`config.mk`:
```
export PLATFORM = sky130hd
export DESIGN_NAME = spi_debug_frame_builder_unit
export DESIGN_NICKNAME = d
export VERILOG_FILES = /design/src/rtl/core/sdfb_pkg.sv /design/src/rtl/core/sdfb_emit.sv /design/src/rtl/core/spi_debug_frame_builder_unit.sv
export SDC_FILE = /design/constraint.sdc
export NUM_CORES = 1
export LEC_CHECK = 0
export BUFFER_PORTS_ARGS = -buffer_cell sky130_fd_sc_hd__buf_2
export CAP_MARGIN = 0
export CORE_AREA = 2 2 125 127
export CTS_BUF_LIST = sky130_fd_sc_hd__clkbuf_4 sky130_fd_sc_hd__clkbuf_8 sky130_fd_sc_hd__clkbuf_16
export DETAILED_ROUTE_END_ITERATION = 10
export DIE_AREA = 0 0 127 129
export GPL_ROUTABILITY_DRIVEN = 0
export PLACE_DENSITY = 0.58
export SYNTH_ARGS = -nofsm -noshare
export SYNTH_HDL_FRONTEND = slang
export SYNTH_SLANG_ARGS = --single-unit
```
`constraint.sdc`:
```
create_clock -name clk_i -period 3.8 [get_ports clk_i]
set_input_delay 0.57 -clock clk_i [delete_from_list [all_inputs] [get_ports clk_i]]
set_output_delay 0.57 -clock clk_i [all_outputs]
set_load 0.02 [all_outputs]
```
`src/rtl/core/sdfb_pkg.sv`:
```
// Shared types and constants for the debug frame builder.
package sdfb_pkg;

  // Request kinds carried on the input tuser field
  localparam logic [1:0] OP_BEGIN   = 2'd0;
  localparam logic [1:0] OP_PAYLOAD = 2'd1;
  localparam logic [1:0] OP_RESTART = 2'd2;

  // Filler byte used for header padding and payload alignment
  localparam logic [7:0] PAD_BYTE = 8'hff;

  // Index of the final header byte
  localparam logic [3:0] HDR_LAST_IDX = 4'd15;

  // One burst of output bytes, as handed from the state logic to the emitter
  typedef struct packed {
    logic        is_header;   // 16-byte header burst, else payload byte plus padding
    logic [31:0] frame_num;   // frame number snapshot for the header
    logic [15:0] length;      // saturated payload length for the header
    logic [7:0]  data;        // payload byte
    logic [1:0]  num_pad;     // pad bytes after the payload byte
    logic        frame_end;   // final byte of this burst closes the frame
  } burst_t;

endpackage

```
`src/rtl/core/sdfb_emit.sv`:
```
// Burst register and byte emitter with registered stream output.
module sdfb_emit
  import sdfb_pkg::*;
(
  input  logic         clk_i,
  input  logic         rst_ni,
  // burst hand-over from the state logic
  input  logic         load_i,
  input  burst_t       burst_i,
  output logic         take_o,
  // output stream
  output logic         m_axis_tvalid,
  input  logic         m_axis_tready,
  output logic [7:0]   m_axis_tdata,   // [7:0] out_byte
  output logic         m_axis_tlast,
  output logic         m_axis_tuser    // [0] frame_end
);

  logic         burst_valid_q;
  burst_t       burst_q;
  logic [3:0]   idx_q;
  logic         out_valid_q;
  logic [7:0]   out_byte_q;
  logic         out_last_q;
  logic         out_fend_q;

  logic         out_load;
  logic         is_last;
  logic         finish;
  logic [7:0]   cur_byte;

  // Final byte of the held burst
  always_comb begin
    if (burst_q.is_header) begin
      is_last = (idx_q == HDR_LAST_IDX);
    end else begin
      is_last = (idx_q[1:0] == burst_q.num_pad);
    end
  end

  // Byte at the current position of the burst
  always_comb begin
    if (burst_q.is_header) begin
      case (idx_q)
        4'd4:    cur_byte = burst_q.frame_num[7:0];
        4'd5:    cur_byte = burst_q.frame_num[15:8];
        4'd6:    cur_byte = burst_q.frame_num[23:16];
        4'd7:    cur_byte = burst_q.frame_num[31:24];
        4'd8:    cur_byte = burst_q.length[7:0];
        4'd9:    cur_byte = burst_q.length[15:8];
        4'd10:   cur_byte = 8'h00;
        4'd11:   cur_byte = 8'h00;
        default: cur_byte = PAD_BYTE;
      endcase
    end else begin
      cur_byte = (idx_q == 4'd0) ? burst_q.data : PAD_BYTE;
    end
  end

  assign out_load = burst_valid_q && (!out_valid_q || m_axis_tready);
  assign finish   = out_load && is_last;
  assign take_o   = !burst_valid_q || finish;

  // Burst register and position counter
  always_ff @(posedge clk_i or negedge rst_ni) begin
    if (!rst_ni) begin
      burst_valid_q <= 1'b0;
      idx_q         <= 4'd0;
    end else if (load_i) begin
      burst_valid_q <= 1'b1;
      idx_q         <= 4'd0;
    end else if (finish) begin
      burst_valid_q <= 1'b0;
    end else if (out_load) begin
      idx_q <= idx_q + 4'd1;
    end
  end

  always_ff @(posedge clk_i) begin
    if (load_i) begin
      burst_q <= burst_i;
    end
  end

  // Output register
  always_ff @(posedge clk_i or negedge rst_ni) begin
    if (!rst_ni) begin
      out_valid_q <= 1'b0;
    end else if (out_load) begin
      out_valid_q <= 1'b1;
    end else if (m_axis_tready) begin
      out_valid_q <= 1'b0;
    end
  end

  always_ff @(posedge clk_i) begin
    if (out_load) begin
      out_byte_q <= cur_byte;
      out_last_q <= is_last;
      out_fend_q <= is_last && burst_q.frame_end;
    end
  end

  assign m_axis_tvalid = out_valid_q;
  assign m_axis_tdata  = out_byte_q;
  assign m_axis_tlast  = out_last_q;
  assign m_axis_tuser  = out_fend_q;

endmodule

```
`src/rtl/core/spi_debug_frame_builder_unit.sv`:
```
// Top level of the debug frame builder: frame state and request decode.
//
//  Channel   Dir  Payload                                     Handshake
//  s_axis    in   tdata[15:0] frame_length, [23:16] data_byte  tvalid/tready
//                 tuser[1:0] op
//  m_axis    out  tdata[7:0] out_byte, tuser[0] frame_end,     tvalid/tready
//                 tlast = final byte of a request
//
// A payload request gives one byte, a request that closes a frame 1 to 4 bytes
// and a begin request 16 bytes, one a cycle while the output is not stalled,
// paced by the byte emitter. Requests with no output load no burst. A new
// request is taken while the last byte of the previous burst moves into the
// output register. Reset clears the frame number and closes any frame; a stalled
// output holds its byte and the emitter's burst until the sink takes them.
module spi_debug_frame_builder_unit
  import sdfb_pkg::*;
#(
  parameter logic [31:0] MAX_PAYLOAD_BYTES = 32'd65535
) (
  input  logic         clk_i,
  input  logic         rst_ni,
  input  logic         s_axis_tvalid,
  output logic         s_axis_tready,
  input  logic [23:0]  s_axis_tdata,   // [15:0] frame_length, [23:16] data_byte
  input  logic [1:0]   s_axis_tuser,   // [1:0] op
  output logic         m_axis_tvalid,
  input  logic         m_axis_tready,
  output logic [7:0]   m_axis_tdata,   // [7:0] out_byte
  output logic         m_axis_tlast,
  output logic         m_axis_tuser    // [0] frame_end
);

  logic [31:0]  frame_num_q, frame_num_d;
  logic [15:0]  remain_q, remain_d;
  logic [1:0]   pad_q, pad_d;
  logic         open_q, open_d;

  logic         take;
  logic         accept;
  logic         emit;
  burst_t       burst;
  logic [15:0]  len_sat;
  logic [15:0]  remain_dec;
  logic [1:0]   op;
  logic [15:0]  frame_length;
  logic [7:0]   data_byte;

  assign op           = s_axis_tuser;
  assign frame_length = s_axis_tdata[15:0];
  assign data_byte    = s_axis_tdata[23:16];

  assign s_axis_tready = take;
  assign accept        = s_axis_tvalid && take;

  // Length clipped to the largest payload allowed
  assign len_sat    = ({16'd0, frame_length} > MAX_PAYLOAD_BYTES) ?
                      MAX_PAYLOAD_BYTES[15:0] : frame_length;
  assign remain_dec = remain_q - 16'd1;

  // Next frame state and the burst each request produces
  always_comb begin
    frame_num_d     = frame_num_q;
    remain_d        = remain_q;
    pad_d           = pad_q;
    open_d          = open_q;
    emit            = 1'b0;
    burst.is_header = 1'b0;
    burst.frame_num = frame_num_q;
    burst.length    = len_sat;
    burst.data      = data_byte;
    burst.num_pad   = 2'd0;
    burst.frame_end = 1'b0;
    case (op)
      OP_BEGIN: begin
        emit            = 1'b1;
        burst.is_header = 1'b1;
        if (len_sat == 16'd0) begin
          burst.frame_end = 1'b1;
          frame_num_d     = frame_num_q + 32'd1;
          open_d          = 1'b0;
          remain_d        = 16'd0;
          pad_d           = 2'd0;
        end else begin
          open_d   = 1'b1;
          remain_d = len_sat;
          pad_d    = 2'd0 - len_sat[1:0];
        end
      end
      OP_PAYLOAD: begin
        if (!open_q || remain_q == 16'd0) begin
          open_d = 1'b0;
        end else begin
          emit     = 1'b1;
          remain_d = remain_dec;
          if (remain_dec == 16'd0) begin
            burst.num_pad   = pad_q;
            burst.frame_end = 1'b1;
            frame_num_d     = frame_num_q + 32'd1;
            open_d          = 1'b0;
            pad_d           = 2'd0;
          end
        end
      end
      OP_RESTART: begin
        frame_num_d = 32'd0;
        open_d      = 1'b0;
        remain_d    = 16'd0;
        pad_d       = 2'd0;
      end
      default: begin
      end
    endcase
  end

  // Frame state registers
  always_ff @(posedge clk_i or negedge rst_ni) begin
    if (!rst_ni) begin
      frame_num_q <= 32'd0;
      remain_q    <= 16'd0;
      pad_q       <= 2'd0;
      open_q      <= 1'b0;
    end else if (accept) begin
      frame_num_q <= frame_num_d;
      remain_q    <= remain_d;
      pad_q       <= pad_d;
      open_q      <= open_d;
    end
  end

  // Byte emitter and output register
  sdfb_emit u_emit (
    .clk_i         (clk_i),
    .rst_ni        (rst_ni),
    .load_i        (accept && emit),
    .burst_i       (burst),
    .take_o        (take),
    .m_axis_tvalid (m_axis_tvalid),
    .m_axis_tready (m_axis_tready),
    .m_axis_tdata  (m_axis_tdata),
    .m_axis_tlast  (m_axis_tlast),
    .m_axis_tuser  (m_axis_tuser)
  );

endmodule
```
==> metrics.txt <==
status=complete, no violations; vias=4887; clk root buf=clkbuf_16; VDD IR max=0.000345 V; Nets=665; initial antenna violation count=0; crit end category=flip-flop; IO Pins=42; FMAX=0.292 GHz; DR pass1 iterations=5; Buf/Inv on CP=1; Cell variety after synth=64; fin crit period=3.42 ns; Largest stage delay, worst path=0.58 ns; worst hold-check slack=0.255 ns; PD cells=696 nW/µm²; Final Skew=0.00737 ns; CP Launch Type=flip-flop; critical path's top delay family=simple AND/OR/NAND/NOR gates; Total GRT Usage=20.4%; Logic pwr share=29.2%; vias in the first global route=4627; Setup CP Type=flip-flop to flip-flop; Starting Density=42.5%; PostCTS Resize Cnt=0; Worst Path Required=4.10 ns; antenna-violating nets left=0; Static Leak=0.00264 µW; Internal Pwr Total=3290 µW; commonest cells after routing, fill and taps aside=edfxtp_1 (70), o21ai_0 (62), dfrtp_1 (57), nor2_1 (48), buf_2 (41); Core Rows=45; total congestion overflow=0; Hold Buf Count CTS=0; synthesized area per cell=10.8 µm²; die width=127 µm; Synth Warn #=0; Worst-path clk slew=0.06 ns; Clock Path Buffers=2; Post-synth EDFFs=70; most common cell after layout, fill and taps aside=edfxtp_1; share of cells above drive strength 1=15.4%; vias per cell=5.93; DRT iter0 DRCs=527; WL final=15600 µm; Sw Ratio=35.3%; critical path fanouts, max=27; WL/cell=18.9 µm; Final Cycle Share=90.1%; critical path cell sequence=inv_1 > ha_1 > nor3b_1 > nand2_1 > xnor2_1 > nor4_2 > a21oi_2 > or2_1 > o311ai_1; Most used DFF post-synth=edfxtp_1; fin. max-slew vios=0; RSZ-0062 raised after global routing=false; synthesized instance count=589; synthesized flop and latch total=127; Max-Cap Viols=0; drc violations=0; Switch Pwr=1790 µW; slowest CP cell=nor3b_1; relative max-transition margin=33.0%; sequential area share after synthesis=55.4%; setup TNS=0 ns; ys async rst share=44.9%; clock power share=30.9%; Post-DP HPWL=11000 µm; largest net degree at the start of global routing=63; WP data arrival=3.72 ns; first-pass GRT wire length=25600 µm; worst skew pair latency=0.42 ns; Hold Fails Final Rpt=0; power share of the sequential group=40.0%; buffers added on ports=41; postcts setup bufs=0; Fillers=1343; Core ar.=15000 µm²; ant diodes=0; setup violators final=0; Die Y=129 µm; area delta synth->final=14.8%; Worst-Margin Slew=1.00 ns; HP Class=primary input to async pin; syn_nets=631; Die Area=16400 µm²; CTS tree=done; area of the mapped netlist=6360 µm²; H-tree levels=4; clk sink count=127; TritonCTS buffer count=17
-- cells by family (layout without fill, tap and decap cells) --
group                      after synthesis  after routing  synth area share, %
AOI/OAI and AO/OA                      182            182                 19.3
xor gates and xnor gates                 7              7                0.963
adders and majority gates               12             12                 2.36
buffers and inverters                   52             99                 3.40
DFF                                    127            127                 55.4
muxes                                    3              3                0.511
and+or+nand+nor                        206            206                 18.0
-- power by group through the flow --
stage	combinational, µW	sequential [µW]	clock, µW
2_1_floorplan	1070	2010	0
3_3_place_gp	1440	2040	0
3_5_place_dp	1470	2050	0
4_1_cts	1480	2020	1590
5_1_grt	1650	2070	1660
6_report	1480	2030	1570
-- synthesized netlist by cell type, drive strengths merged, types with 5 or more instances --
library cell	number	area share [%]
a22oi	13	1.5
clkbuf	25	1.5
inv	17	1.0
o22a	7	0.96
o21ai	65	5.1
nand3	10	0.79
a221oi	7	0.96
a32oi	5	0.69
nor3	14	1.3
a211oi	5	0.67
ha	12	2.4
nor2b	6	0.59
buf	10	0.92
edfxtp	70	33
nor4	7	0.79
nor2	48	2.8
or3	18	1.8
a21oi	15	1.2
nand2b	11	1.1
o22ai	10	0.98
and3	6	0.59
a22o	8	1.1
nand3b	18	2.1
nor3b	5	0.59
nand4	9	0.88
o211ai	21	2.5
nand2	31	1.8
dfrtp	57	22
or2	6	0.59
-- cell type report --
| class | instances | area [µm²] | area share, % |
|---|---|---|---|
| Inverter | 17 | 63.8 | 0.874 |
| Tap cell | 188 | 235 | 3.22 |
| Timing Repair Buffer | 50 | 273 | 3.73 |
| Clock buffer | 18 | 433 | 5.93 |
| Multi-Input combinational cell | 410 | 2630 | 36.0 |
| Clock inverter | 14 | 144 | 1.97 |
| Sequential cell | 127 | 3530 | 48.3 |
-- sequential cells by signal (all words and copies together) (netlist names), 2 cells and up --
signal / cells
frame_num_q: 32
pad_q: 2
remain_q: 16
u_emit.burst_q: 60
u_emit.idx_q: 4
u_emit.m_axis_tdata: 8
-- layer usage --
layer	track usage, %	part of all wire [%]	vias to the layer above	wire length [µm]
met5	0	0	-	0
met4	8.02	2.3	0	365
met3	5.28	5.9	25	924
met2	28.4	42	150	6510
met1	30.2	50	2388	7770
li1	-	-	2324	-
-- stage by stage --
step / power, µW / cells / utilization, % / setup slack, ns / cell area, µm²
finish: 5080 / 824 / 48.8 / 0.378 / 7300
global route: 5380 / 824 / 48.8 / 0.0580 / 7300
CTS: 5090 / 824 / 48.8 / 0.379 / 7300
detailed placement: 3520 / 792 / 44.9 / 0.391 / 6730
global placement: 3480 / 792 / 44.9 / 0.508 / 6730
floorplan: 3070 / 589 / - / 0.721 / 6360
-- final timing paths --
path / slack [ns] / cells after the start / startpoint / end
min reg2reg: 0.49 / 1 / pad_q[0] / pad_q[0]
max: 0.38 / 9 / remain_q[0] / frame_num_q[11]
min in group clk_i: 0.33 / 1 / s_axis_tdata[19] / u_emit.burst_q[6]
max in group asynchronous: 2.68 / 2 / rst_ni / frame_num_q[29]
min: 0.25 / 1 / rst_ni / remain_q[15]
max reg2reg: 0.38 / 9 / remain_q[0] / frame_num_q[11]
No activity file was read; power rests on OpenSTA's default activity.
